===== src/sv/circular_queue_fifo_core_assert.svh =====
// Assertion macros used by the circular queue FIFO back end.
`ifndef CIRCULAR_QUEUE_FIFO_CORE_ASSERT_SVH
`define CIRCULAR_QUEUE_FIFO_CORE_ASSERT_SVH

// Checks that a condition holds at every clock edge outside reset.
`define CQF_CHECK(name, cond, msg) \
	name: assert property (@(posedge clk) disable iff (!arst_n) (cond)) \
		else $error(msg);

// Checks that a consequence holds in the same cycle as its trigger.
`define CQF_CHECK_IMPL(name, trig, cons, msg) \
	name: assert property (@(posedge clk) disable iff (!arst_n) (trig) |-> (cons)) \
		else $error(msg);

`endif


===== src/sv/cqf_pkg.sv =====
// Shared types, constants and helpers of the circular queue FIFO.
package cqf_pkg;

	localparam int DEPTH = 8;
	localparam int PTR_W = (DEPTH > 1) ? $clog2(DEPTH) : 1;
	localparam int CNT_W = $clog2(DEPTH + 1);
	localparam int WORD_W = 32;

	// Command queue between the front and the back.
	localparam int CQ_DEPTH = 2;
	localparam int CQ_PTR_W = 1;
	localparam int CQ_CNT_W = 2;

	localparam logic [1:0] OP_INSERT  = 2'd0;
	localparam logic [1:0] OP_DELETE  = 2'd1;
	localparam logic [1:0] OP_DISPLAY = 2'd2;
	localparam logic [1:0] OP_UNUSED  = 2'd3;

	localparam logic [1:0] STS_OK    = 2'd0;
	localparam logic [1:0] STS_FULL  = 2'd1;
	localparam logic [1:0] STS_EMPTY = 2'd2;

	typedef struct packed {
		logic [1:0]               op;
		logic signed [WORD_W-1:0] value;
	} cmd_t;

	function automatic logic [PTR_W-1:0] next_ptr(input logic [PTR_W-1:0] p);
		logic [PTR_W-1:0] n;
		begin
			if (p == PTR_W'(DEPTH - 1)) begin
				n = '0;
			end else begin
				n = p + PTR_W'(1);
			end
			return n;
		end
	endfunction

endpackage


===== src/sv/cqf_ifs.sv =====
// Valid/ready channel interfaces for the request and response words.
interface cqf_in_if;
	import cqf_pkg::*;
	logic                     valid;
	logic                     ready;
	logic [1:0]               func;
	logic signed [WORD_W-1:0] value;

	modport source (output valid, output func, output value, input ready);
	modport sink (input valid, input func, input value, output ready);
endinterface

interface cqf_out_if;
	import cqf_pkg::*;
	logic                     valid;
	logic                     ready;
	logic [1:0]               status;
	logic signed [WORD_W-1:0] data;
	logic                     last;

	modport source (output valid, output status, output data, output last, input ready);
	modport sink (input valid, input status, input data, input last, output ready);
endinterface


===== src/sv/cqf_front.sv =====
// Request front end: decodes operations and queues them for the back end.
module cqf_front (
	input  logic          clk,
	input  logic          arst_n,
	cqf_in_if.sink        req,
	output logic          cmd_valid,
	output cqf_pkg::cmd_t cmd,
	input  logic          cmd_pop
);
	import cqf_pkg::*;

	cmd_t                slot_q [CQ_DEPTH];
	logic [CQ_PTR_W-1:0] wr_q;
	logic [CQ_PTR_W-1:0] rd_q;
	logic [CQ_CNT_W-1:0] cnt_q;
	logic                take;
	logic                push;
	logic                pop;

	assign req.ready = (cnt_q != CQ_CNT_W'(CQ_DEPTH));
	assign take      = req.valid && req.ready;
	// An unused operation code is accepted and dropped; it causes no word.
	assign push      = take && (req.func != OP_UNUSED);
	assign cmd_valid = (cnt_q != '0);
	assign cmd       = slot_q[rd_q];
	assign pop       = cmd_pop && cmd_valid;

	always_ff @(posedge clk) begin
		if (push) begin
			slot_q[wr_q] <= '{op: req.func, value: req.value};
		end
	end

	always_ff @(posedge clk or negedge arst_n) begin
		if (!arst_n) begin
			wr_q  <= '0;
			rd_q  <= '0;
			cnt_q <= '0;
		end else begin
			if (push) begin
				wr_q <= wr_q + CQ_PTR_W'(1);
			end
			if (pop) begin
				rd_q <= rd_q + CQ_PTR_W'(1);
			end
			if (push && !pop) begin
				cnt_q <= cnt_q + CQ_CNT_W'(1);
			end else if (pop && !push) begin
				cnt_q <= cnt_q - CQ_CNT_W'(1);
			end
		end
	end

endmodule


===== src/sv/cqf_back.sv =====
// Back end: ring buffer storage, pointers and the registered response word.
`include "circular_queue_fifo_core_assert.svh"

module cqf_back (
	input  logic          clk,
	input  logic          arst_n,
	input  logic          cmd_valid,
	input  cqf_pkg::cmd_t cmd,
	output logic          cmd_pop,
	cqf_out_if.source     rsp
);
	import cqf_pkg::*;

	localparam logic BK_RUN  = 1'b0;
	localparam logic BK_SHOW = 1'b1;

	logic signed [WORD_W-1:0] mem_q [DEPTH];
	logic [PTR_W-1:0]         head_q;
	logic [PTR_W-1:0]         tail_q;
	logic [CNT_W-1:0]         occ_q;
	logic                     state_q;
	logic [PTR_W-1:0]         disp_ptr_q;
	logic [CNT_W-1:0]         disp_idx_q;

	logic                     out_valid_q;
	logic [1:0]               status_q;
	logic signed [WORD_W-1:0] data_q;
	logic                     last_q;

	logic                     out_free;
	logic                     step;
	logic                     full;
	logic                     empty;
	logic [PTR_W-1:0]         rd_addr;
	logic [CNT_W-1:0]         cur_idx;
	logic                     disp_last;

	logic                     do_write;
	logic                     do_read;
	logic                     pop_c;
	logic                     state_d;
	logic [1:0]               status_d;
	logic                     take_word;
	logic                     last_d;

	assign out_free  = !out_valid_q || rsp.ready;
	assign step      = cmd_valid && out_free;
	assign full      = (occ_q == CNT_W'(DEPTH));
	assign empty     = (occ_q == '0);
	assign rd_addr   = (state_q == BK_SHOW) ? disp_ptr_q : head_q;
	assign cur_idx   = (state_q == BK_SHOW) ? disp_idx_q : '0;
	assign disp_last = ((cur_idx + CNT_W'(1)) == occ_q);

	always_comb begin
		do_write  = 1'b0;
		do_read   = 1'b0;
		pop_c     = 1'b0;
		state_d   = state_q;
		status_d  = STS_OK;
		take_word = 1'b0;
		last_d    = 1'b1;
		if (step) begin
			case (cmd.op)
				OP_INSERT: begin
					pop_c = 1'b1;
					if (full) begin
						status_d = STS_FULL;
					end else begin
						do_write = 1'b1;
					end
				end
				OP_DELETE: begin
					pop_c = 1'b1;
					if (empty) begin
						status_d = STS_EMPTY;
					end else begin
						do_read   = 1'b1;
						take_word = 1'b1;
					end
				end
				OP_DISPLAY: begin
					if (empty) begin
						pop_c    = 1'b1;
						status_d = STS_EMPTY;
					end else begin
						take_word = 1'b1;
						last_d    = disp_last;
						if (disp_last) begin
							pop_c   = 1'b1;
							state_d = BK_RUN;
						end else begin
							state_d = BK_SHOW;
						end
					end
				end
				default: begin
					pop_c = 1'b1;
				end
			endcase
		end
	end

	assign cmd_pop = pop_c;

	always_ff @(posedge clk) begin
		if (do_write) begin
			mem_q[tail_q] <= cmd.value;
		end
		if (step) begin
			status_q <= status_d;
			data_q   <= take_word ? mem_q[rd_addr] : '0;
			last_q   <= last_d;
		end
		if (step && (cmd.op == OP_DISPLAY)) begin
			disp_ptr_q <= next_ptr(rd_addr);
			disp_idx_q <= cur_idx + CNT_W'(1);
		end
	end

	always_ff @(posedge clk or negedge arst_n) begin
		if (!arst_n) begin
			head_q      <= '0;
			tail_q      <= '0;
			occ_q       <= '0;
			state_q     <= BK_RUN;
			out_valid_q <= 1'b0;
		end else begin
			state_q <= state_d;
			if (do_write) begin
				tail_q <= next_ptr(tail_q);
				occ_q  <= occ_q + CNT_W'(1);
			end
			if (do_read) begin
				head_q <= next_ptr(head_q);
				occ_q  <= occ_q - CNT_W'(1);
			end
			if (step) begin
				out_valid_q <= 1'b1;
			end else if (rsp.ready) begin
				out_valid_q <= 1'b0;
			end
		end
	end

	assign rsp.valid  = out_valid_q;
	assign rsp.status = status_q;
	assign rsp.data   = data_q;
	assign rsp.last   = last_q;

	`CQF_CHECK(a_occ_bound, occ_q <= CNT_W'(DEPTH), "occupancy exceeds depth")
	`CQF_CHECK_IMPL(a_empty_ptrs, occ_q == '0,
		head_q == tail_q, "empty queue with split pointers")
	`CQF_CHECK_IMPL(a_show_ctx, state_q == BK_SHOW,
		cmd_valid && (cmd.op == OP_DISPLAY) && (disp_idx_q < occ_q), "display walk lost its command")
	`CQF_CHECK_IMPL(a_no_rmw, do_write, !do_read, "write and read in one step")

endmodule


===== src/sv/circular_queue_fifo_core.sv =====
// An accepted word enters the command queue, then the back end registers its response word.
// Insert and delete give one response word each; display gives one per stored word, or one.
// The back end retires a word per cycle unless rsp stalls; a two-word queue decouples input.
// Reset clears the pointers, occupancy, command queue and output valid, not the storage.
// A slot is read only after it has been written, so no clearing pass is run.
module circular_queue_fifo_core (
	input logic       clk,
	input logic       arst_n,
	cqf_in_if.sink    req,
	cqf_out_if.source rsp
);
	import cqf_pkg::*;

	logic cmd_valid;
	cmd_t cmd;
	logic cmd_pop;

	cqf_front u_front (
		.clk       (clk),
		.arst_n    (arst_n),
		.req       (req),
		.cmd_valid (cmd_valid),
		.cmd       (cmd),
		.cmd_pop   (cmd_pop)
	);

	cqf_back u_back (
		.clk       (clk),
		.arst_n    (arst_n),
		.cmd_valid (cmd_valid),
		.cmd       (cmd),
		.cmd_pop   (cmd_pop),
		.rsp       (rsp)
	);

endmodule

===== src/flat_wrapper.sv =====
// flat-port wrapper written by rule: the top's interface ports become plain ports
module circular_queue_fifo_core_flat import cqf_pkg::*;
  (clk, arst_n, req_valid, req_func, req_value, req_ready, rsp_valid, rsp_status, rsp_data, rsp_last, rsp_ready);
  cqf_in_if req_i ();
  cqf_out_if rsp_i ();
  input logic clk;
  input logic arst_n;
  input wire logic [$bits(req_i.valid)-1:0] req_valid;
  input wire logic [$bits(req_i.func)-1:0] req_func;
  input wire logic [$bits(req_i.value)-1:0] req_value;
  output wire logic [$bits(req_i.ready)-1:0] req_ready;
  output wire logic [$bits(rsp_i.valid)-1:0] rsp_valid;
  output wire logic [$bits(rsp_i.status)-1:0] rsp_status;
  output wire logic [$bits(rsp_i.data)-1:0] rsp_data;
  output wire logic [$bits(rsp_i.last)-1:0] rsp_last;
  input wire logic [$bits(rsp_i.ready)-1:0] rsp_ready;
  assign req_i.valid = req_valid;
  assign req_i.func = req_func;
  assign req_i.value = req_value;
  assign req_ready = req_i.ready;
  assign rsp_valid = rsp_i.valid;
  assign rsp_status = rsp_i.status;
  assign rsp_data = rsp_i.data;
  assign rsp_last = rsp_i.last;
  assign rsp_i.ready = rsp_ready;
  circular_queue_fifo_core u_core (.clk(clk), .arst_n(arst_n), .req(req_i), .rsp(rsp_i));
endmodule

===== config.mk =====
export PLATFORM = sky130hd
export DESIGN_NAME = circular_queue_fifo_core_flat
export DESIGN_NICKNAME = d
export VERILOG_FILES = /design/src/sv/cqf_pkg.sv /design/src/sv/cqf_ifs.sv /design/src/sv/cqf_front.sv /design/src/sv/cqf_back.sv /design/src/sv/circular_queue_fifo_core.sv /design/src/flat_wrapper.sv
export VERILOG_INCLUDE_DIRS = /design/src /design/src/sv
export SDC_FILE = /design/constraint.sdc
export NUM_CORES = 1
export LEC_CHECK = 0
export ABC_AREA = 1
export BUFFER_PORTS_ARGS = -buffer_cell sky130_fd_sc_hd__buf_2
export CAP_MARGIN = 5
export CORE_MARGIN = 10
export CORE_UTILIZATION = 55
export DETAILED_ROUTE_END_ITERATION = 8
export PLACE_DENSITY_LB_ADDON = 0.15
export SLEW_MARGIN = 20
export SYNTH_ARGS = -nofsm -noshare
export SYNTH_HDL_FRONTEND = slang
export SYNTH_SLANG_ARGS = --single-unit

===== constraint.sdc =====
create_clock -name clk -period 5 [get_ports clk]
set_clock_uncertainty 0.1 [all_clocks]
set_input_delay 1 -clock clk [delete_from_list [all_inputs] [get_ports clk]]
set_output_delay 1 -clock clk [all_outputs]
set_load 0.03 [all_outputs]

# After elaboration in Yosys (flattened, before gate mapping)
# Memories as Yosys holds them, arrays and structs flattened. A register that Yosys moved wholly into a read port is not among the register bits.
# Index checks and enable logic that the tools add are counted.
# classes
n_addsub	10
n_eq_ne	9
n_mux	30
bitwise	2
reduce_logical	21
# op_table
operator	n
1-bit 2-to-1 mux	20
4-bit 2-to-1 mux	3
3-bit by 1-bit adder with 3-bit output (second input constant)	3
3-bit == test (second input constant)	3
3-bit 2-to-1 mux	3
4-bit by 1-bit adder with 4-bit output (second input constant)	2
2-bit nonzero test	4
1-bit logical AND	7
2-bit 2-to-1 mux	3
4-bit == test	1
4-bit == test (second input constant)	1
1-bit logical NOT	4
4-bit logical NOT	1
2-bit != test (second input constant)	2
2-bit one-hot mux with 2 select lines	1
2-bit OR reduction	2
4-bit by 1-bit subtractor with 4-bit output (second input constant)	1
3-bit AND reduction	1
1-bit adder (second input constant)	2
2-bit by 1-bit adder with 2-bit output (second input constant)	1
2-bit by 1-bit == test with 1-bit output (second input constant)	1
2-bit == test (second input constant)	1
2-bit logical NOT	1
1-bit inverter	2
other kinds (2)	2
# totals
reg_bits	26
ram_bits	324
in_bits	38
out_inout_bits	37
word_cells	86
memories	2
# memory_table
name	depth	width	read_ports	rd_ports_with_merged_regs	write_ports	line_no	source
u_core.u_back.mem_q	8	32	1	1	1	cqf_back.sv:17	logic signed [WORD_W-1:0] mem_q [DEPTH];
u_core.u_front.slot_q	2	34	1	0	1	cqf_front.sv:12	cmd_t slot_q [CQ_DEPTH];

# Depth between registers and ports, before layout
# Gate-level depths: netlist (run 1).
# depth
depth_word	11
depth_mapped	16
ltp_nobuf	15

# Modules after synthesis
# From an unflattened synthesis (run 1), not the netlist that was laid out.
# hier_totals
hier_cells	1358
hier_area_um2	15966.6
# modules_own_cells
module	n_inst	cells_each	area_each_um2	seq_area_each_um2
cqf_back	1	1149	13195.2	9248.9
cqf_front	1	209	2771.4	2142.1

# Worst setup path after synthesis (run 1)
# Ideal clock, no wire load.
# synth_timing
kind	input to register
start	in rsp_ready
end	mem u_core.u_back.mem_q[0][0] (enable)
setup_ns	0.421
arrival_time_ns	3.758
required_ns	4.479
path_slack_ns	0.721
path_stages	7
path_buffers	0
path_cell_list	nor2_1 a21oi_4 nand2_1 nor2_2 inv_2 or2_4 nor2_1
# synth_via
elab_chain_len	5
# synth_lines
item	line_no	source
start, declared	flat_wrapper.sv:16	input wire logic [$bits(rsp_i.ready)-1:0] rsp_ready;
1-bit logical OR	cqf_back.sv:46	assign out_free = !out_valid_q || rsp.ready;
1-bit logical AND	cqf_back.sv:47	assign step = cmd_valid && out_free;
via u_core.u_back.step	cqf_back.sv:31	logic step;
1-bit 2-to-1 mux	cqf_back.sv:62	if (step) begin
1-bit 2-to-1 mux	cqf_back.sv:106	if (do_write) begin
1-bit 2-to-1 mux (implied by the code)	cqf_back.sv:107	mem_q[tail_q] <= cmd.value;
end, declared	cqf_back.sv:17	
# The timed path passes the listed nets, and every way through them passes these cells.

# Worst setup path after layout (run 1)
# layout_timing
start	reg u_core.u_front.rd_q
end	mem u_core.u_back.mem_q[5][24] (enable)
# layout_via
elab_chain_len	6
# layout_lines
item	line_no	source
start, declared	cqf_front.sv:14	logic [CQ_PTR_W-1:0] rd_q;
start signal, assigned	cqf_front.sv:44	rd_q <= rd_q + CQ_PTR_W'(1);
memory 2 x 34 bit	n/a	
2-bit logical NOT	cqf_back.sv:63	case (cmd.op)
1-bit 2-to-1 mux	cqf_back.sv:63	
1-bit 2-to-1 mux	cqf_back.sv:62	
1-bit 2-to-1 mux	cqf_back.sv:106	
1-bit 2-to-1 mux (implied by the code)	cqf_back.sv:107	
# Every way passes these cells.

==> results of run 1 <==
==> registers in the layout, summed over array words and instances, names as in the netlist <==
name                      flops
u_core.u_back.occ_q           4
u_core.u_front.rd_q           1
u_core.u_front.wr_q           1
u_core.u_back.disp_idx_q      4
u_core.u_back.mem_q         256
u_core.u_front.cnt_q          2
u_core.u_back.head_q          3
u_core.u_back.rsp.data       32
u_core.u_front.slot_q        68
u_core.u_back.disp_ptr_q      3
u_core.u_back.state_q         1
u_core.u_back.tail_q          3
u_core.u_back.rsp.status      2
u_core.u_back.rsp.last        1
u_core.u_back.rsp.valid       1
==> per-stage QoR <==
stage	instance area [sq um]	util	setup WS [ns]	std cells	hold slack (ns)
2_1_floorplan	15100	-	0.721	1218	0.366
3_3_place_gp	15800	0.586	1.52	1595	0.383
3_5_place_dp	15800	0.586	1.39	1595	0.382
4_1_cts	17100	0.632	1.33	1663	0.300
5_1_grt	17100	0.632	1.08	1663	0.315
6_report	17100	0.632	1.43	1663	0.306
==> metal layers <==
| layer | vias to the layer above | global-route usage |
|---|---|---|
| li1 | 4388 | - |
| met1 | 4372 | 0.269 |
| met2 | 296 | 0.285 |
| met3 | 52 | 0.0300 |
| met4 | 0 | 0.0522 |
| met5 | - | 0 |
==> placed cells by master (no fill, tap or decap), types with 16 or more instances in the layout <==
cell,instances
buf_4,20
inv_1,26
buf_2,74
clkbuf_16,39
o21ai_1,93
nand3_1,47
o21ai_0,77
dfrtp_1,16
nor2_1,304
nand2_1,176
edfxtp_1,366
==> worst max path at each step <==
stage | slack [ns] | startpoint | to | cells after the start
after floorplan | 0.72 | rsp_ready | u_core.u_back.mem_q[0][0]$_DFFE_PP_ | 7
after global placement | 1.52 | u_core.u_front.rd_q$_DFFE_PN0P_ | u_core.u_back.mem_q[5][10]$_DFFE_PP_ | 9
after detailed placement | 1.39 | u_core.u_front.rd_q$_DFFE_PN0P_ | u_core.u_back.mem_q[5][29]$_DFFE_PP_ | 9
after CTS | 1.33 | u_core.u_front.rd_q$_DFFE_PN0P_ | u_core.u_back.mem_q[5][24]$_DFFE_PP_ | 9
after global routing | 1.08 | u_core.u_front.rd_q$_DFFE_PN0P_ | u_core.u_back.mem_q[7][15]$_DFFE_PP_ | 9
final | 1.43 | u_core.u_front.rd_q$_DFFE_PN0P_ | u_core.u_back.mem_q[5][24]$_DFFE_PP_ | 9
==> logic make-up after synthesis <==
logic type | synth area share
adder cells (fa/ha/maj) | 0.0129
AND/OR/NAND/NOR | 0.143
XOR/XNOR | 0.00290
multiplexers | 0.000662
AO/OA/AOI/OAI | 0.0594
buffers and inverters | 0.0281
flip-flops | 0.754
==> power by group <==
part	internal [mW]	switching (mW)	leakage, nW
Combinational	1.04	3.03	2.09
Clock	1.66	1.16	0.600
Sequential	4.39	0.184	3.55
==> cell type report <==
type / count / share of cell area
clock buffers: 48 / 0.0597
clock inverters: 20 / 0.0121
inverters: 33 / 0.00733
multi-input cells: 744 / 0.197
flip-flops and latches: 382 / 0.667
well taps: 341 / 0.0250
repair buffers: 95 / 0.0317
==> metrics.csv, run 1 <==
metric,value,unit
async_reset_ff_frac,0.0419,
synth_top_area_cell,edfxtp_1,
crit_path_end_kind,flop,
final.period_utilization,0.715,
synth_area_per_cell,12.4,sq um
ys_ff_latch,382,
ys_seq_area_frac,0.754,
fp.dieH,186,microns
routed_wl,31500,microns
fin_crit,3.57,ns
crit_family,simple AND/OR/NAND/NOR gates,
drt-wirelength-per-cell,18.9,microns
wl_met2,14200,microns
viasPerCell,5.48,
status,"finished, final reports clean",
met3_length,1920,microns
synth_edf_count,366,
synthTopCellsByCount,"edfxtp_1, nor2_1, nand2_1",
diodes,0,
num_io_pins,75,
fmax,0.280,GHz
r2r_start,u_core.u_front.rd_q$_DFFE_PN0P_,
grt_max_degree,75,
cpPeakStageDelay,0.74,ns
worstPathArrival,3.68,ns
fillers,2041,
path_cells,"clkinv_1, or2_2, o21ai_0, ha_1, nand2_1, nor2_2, nand2_1, nor2_2, buf_4",
clockBufferDepth,3,
cts_num_sinks,382,
dr_total_vias,9108,
final_antenna_net_count,0,
top_layer,met4,
drc_errors,0,
drt_first_pass_iters,5,
max_cap_viol_count,0,
tns,0,ns
tightest_slew,0.984,ns
clk_pin_slew_worst_paths,0.06,ns
antenna_found_initial,0,
cts.repair.resized,0,
worstSkewPairLatency,0.53,ns
rsz0062_at_grt,false,
finalSetupViolCount,0,
die_w,186,microns
hold_viol,0,
port_buffers,74,
syn_area,15100,sq um
die_area,34500,sq um
path_class,reg -> reg,
ys.flop_type,edfxtp_1,
yosysMostFrequentCell,edfxtp_1,
yosys-top-cells-area,"edfxtp_1, nor2_1, nand2_1",
power.density,671,nW/um^2
r2r_setup_slack,1.43,ns
vdd_drop_max,0.415,mV
crit_buf_inv,2,
hpwlAfterDp,18500,microns
core_area,27000,sq um
synth_cells,1218,
postCtsSetupBuffers,0,
slew_headroom,0.342,
r2r_end,u_core.u_back.mem_q[5][24]$_DFFE_PP_,
finalMaxSlewViolations,0,
areaGrowthSynthToFinish,12.9,%
grt.overflow.total,0,
power_leakage,6.25,nW
ctsHoldBuffers,0,
grt_first_pass_wirelength,49600,microns
drt-met1-wl,14700,microns
synth_top_area_frac,0.727,
grt_pass1_vias,9081,
track_usage,0.186,
synth_cell_type_count,29,
power.total,11.5,mW
hp-class,in -> async,
drtIter0Drc,824,
htreeDepth,2,
cp.required,5.11,ns
yosys_warnings,0,
r2r.worst_path.cells,9,
multi_input_area,3360,sq um
final_net_count,1348,
drive_gt1_frac,0.133,
cts_tree,yes,
syn_nets,1271,
root_buffer,clkbuf_16,
cp-start-kind,flop,
start_util,0.559,
cts_buffers,39,
critPathMaxFanout,20,
seqCellArea,11400,sq um
place.gp.congestion,0.790,
slowest_stage,dfrtp_1,
num_rows,60,
Power figures use the tool's default switching activity.
==> inputs of run 2 (changes only) <==
==> constraint.sdc (replaced) <==
create_clock -name clk -period 3.2 [get_ports clk]
set_clock_uncertainty 0.1 [all_clocks]
set_input_delay 0.64 -clock clk [delete_from_list [all_inputs] [get_ports clk]]
set_output_delay 0.64 -clock clk [all_outputs]
set_load 0.03 [all_outputs]
==> run 2 against run 1 <==
Net effect:
- first-iteration DRC count is 23% higher
- critical endpoint is now u_core.u_back.mem_q[1][2]$_DFFE_PP_
- largest cell class unchanged
- sequential share of layout area is 0.55 points lower
- global-route usage is 0.14 points higher
- routed wire length is 1.2% higher
- non-clock buffer count is 9 higher
- combinational power is 64% higher
- clock-buffer cell count is 2 higher
- largest power group unchanged
- flip-flop and latch count stayed put
- die area stayed put
- maximum frequency is 31% higher
- core utilization is 0.52 points higher
==> metrics.csv, run 2 (same netlist as run 1, synthesis figures left out) <==
metric,value,unit,change
rsz0062_at_grt,false,,unchanged
p_int,11.1,mW,was 7.09 mW
htreeDepth,2,,unchanged
finalMaxSlewViolations,0,,unchanged
place_inst,1603,,"was 1,595"
num_rows,60,,unchanged
final_cell_mix,"edfxtp_1, nor2_1, nand2_1",,unchanged
fin_crit,2.74,ns,was 3.57 ns
grt_pass1_vias,9051,,"was 9,081"
fmax,0.365,GHz,was 0.280 GHz
drt_first_pass_iters,6,,was 5
pwr-share-comb,0.372,,was 0.355
cts.repair.resized,0,,unchanged
routed_wl,31800,microns,"was 31,500 microns"
pwr-share-seq,0.394,,was 0.399
grt_max_degree,129,,was 75
diodes,0,,unchanged
utilization,0.637,,was 0.632
power.density,1050,nW/um^2,was 671 nW/um^2
cp.required,3.29,ns,was 5.11 ns
final_net_count,1357,,"was 1,348"
hpwlAfterDp,19400,microns,"was 18,500 microns"
grt.overflow.total,0,,unchanged
finalSetupViolCount,0,,unchanged
areaGrowthSynthToFinish,13.8,%,was 12.9%
p_clk_frac,0.235,,was 0.246
clockBufferDepth,3,,unchanged
cts_num_sinks,382,,unchanged
hold_viol,0,,unchanged
viasPerCell,5.46,,was 5.48
slew_headroom,0.292,,was 0.342
die_area,34500,sq um,unchanged
final_common_cell,edfxtp_1,,unchanged
power.total,18.0,mW,was 11.5 mW
ctsHoldBuffers,1,,was 0
final_antenna_net_count,0,,unchanged
final_cells,1676,,"was 1,663"
critPathMaxFanout,18,,was 20
largest_reg_flops,256,,unchanged
grt_first_pass_wirelength,50000,microns,"was 49,600 microns"
worstSkewPairLatency,0.53,ns,about the same
crit_path_end_kind,flop,,unchanged
cp-start-kind,flop,,unchanged
final.period_utilization,0.855,,was 0.715
postCtsSetupBuffers,0,,unchanged
vdd_drop_max,0.763,mV,was 0.415 mV
port_buffers,74,,unchanged
drive_gt1_frac,0.136,,was 0.133
start_util,0.559,,unchanged
antenna_found_initial,0,,unchanged
drtIter0Drc,1010,,was 824
place.gp.congestion,0.859,,was 0.790
cts_buffers,39,,unchanged
hp-class,in -> reg,,was in -> async
power_leakage,6.29,nW,was 6.25 nW
switchingPower,6.93,mW,was 4.37 mW
drc_errors,0,,unchanged
status,"finished, final reports clean",,unchanged
drt-wirelength-per-cell,19.0,microns,was 18.9 microns
path_class,reg -> reg,,unchanged
clk_pin_slew_worst_paths,0.06,ns,about the same
swShare,0.385,,was 0.382
dr_total_vias,9159,,"was 9,108"
track_usage,0.187,,was 0.186
max_cap_viol_count,0,,unchanged
core_area,27000,sq um,unchanged
die_w,186,microns,unchanged
fp.dieH,186,microns,unchanged
num_io_pins,75,,unchanged
largest-register,u_core.u_back.mem_q,,unchanged
root_buffer,clkbuf_16,,unchanged
tightest_slew,1.06,ns,was 0.984 ns
cts_tree,yes,,unchanged
worstPathArrival,2.82,ns,was 3.68 ns
## run 2: final timing paths
path	startpoint	end	slack, ns	depth (start not counted)
worst max-delay path	u_core.u_front.rd_q$_DFFE_PN0P_	u_core.u_back.mem_q[1][2]$_DFFE_PP_	0.46	9
worst min-delay path	req_value[14]	u_core.u_front.slot_q[1][14]$_DFFE_PP_	0.20	1
worst max register to register	u_core.u_front.rd_q$_DFFE_PN0P_	u_core.u_back.mem_q[1][2]$_DFFE_PP_	0.46	9
worst min register to register	u_core.u_front.cnt_q[0]$_DFFE_PN0P_	u_core.u_front.cnt_q[0]$_DFFE_PN0P_	0.39	1
max in group asynchronous	arst_n	u_core.u_back.occ_q[1]$_DFFE_PN0P_	2.23	2
min in group asynchronous	arst_n	u_core.u_front.wr_q$_DFFE_PN0P_	0.48	2
## run 2: area by class of cell
cell class | count | area (sq um)
Tap cell | 341 | 427
Clock buffer | 50 | 1020
Timing Repair Buffer | 104 | 698
Clock inverter | 22 | 168
Multi-Input combinational cell | 744 | 3380
Inverter | 33 | 125
Sequential cell | 382 | 11400
Fill cell | 2023 | 9820
## run 2: critical path, stage by stage (launching register included)
cell      delay (ns)
dfrtp_1         0.38
clkinv_1        0.10
or2_2           0.27
o21ai_0         0.15
ha_1            0.23
nand2_1         0.07
nor2_2          0.25
nand2_1         0.33
nor2_4          0.17
buf_4           0.34
## run 2: stage by stage
| stage | worst slack [ns] | cell area (sq um) | TNS, ns | hold slack, ns |
|---|---|---|---|---|
| 6_report | 0.463 | 17200 | 0 | 0.204 |
| 4_1_cts | 0.464 | 17200 | 0 | 0.185 |
| 3_3_place_gp | 0.524 | 16000 | 0 | 0.382 |
| 2_1_floorplan | -0.201 | 15200 | -25.71 | 0.244 |
| 3_5_place_dp | 0.479 | 16000 | 0 | 0.384 |
| 5_1_grt | 0.182 | 17200 | 0 | 0.189 |
## run 2: per-layer routing
layer	global-route usage	routed length [microns]	up-vias	part of all wire
met4	0.0539	633	0	0.020
li1	-	-	4391	-
met2	0.286	14300	369	0.45
met3	0.0331	2520	46	0.079
met5	0	0	-	0
met1	0.270	14400	4353	0.45
## run 2: power groups by stage
stage / Combinational, mW / Sequential (mW) / Clock [mW]
2_1_floorplan: 4.18 / 7.61 / 0
3_3_place_gp: 6.57 / 7.19 / 0
3_5_place_dp: 6.71 / 7.19 / 0
4_1_cts: 6.74 / 7.10 / 4.29
5_1_grt: 7.49 / 7.15 / 4.51
6_report: 6.69 / 7.09 / 4.22
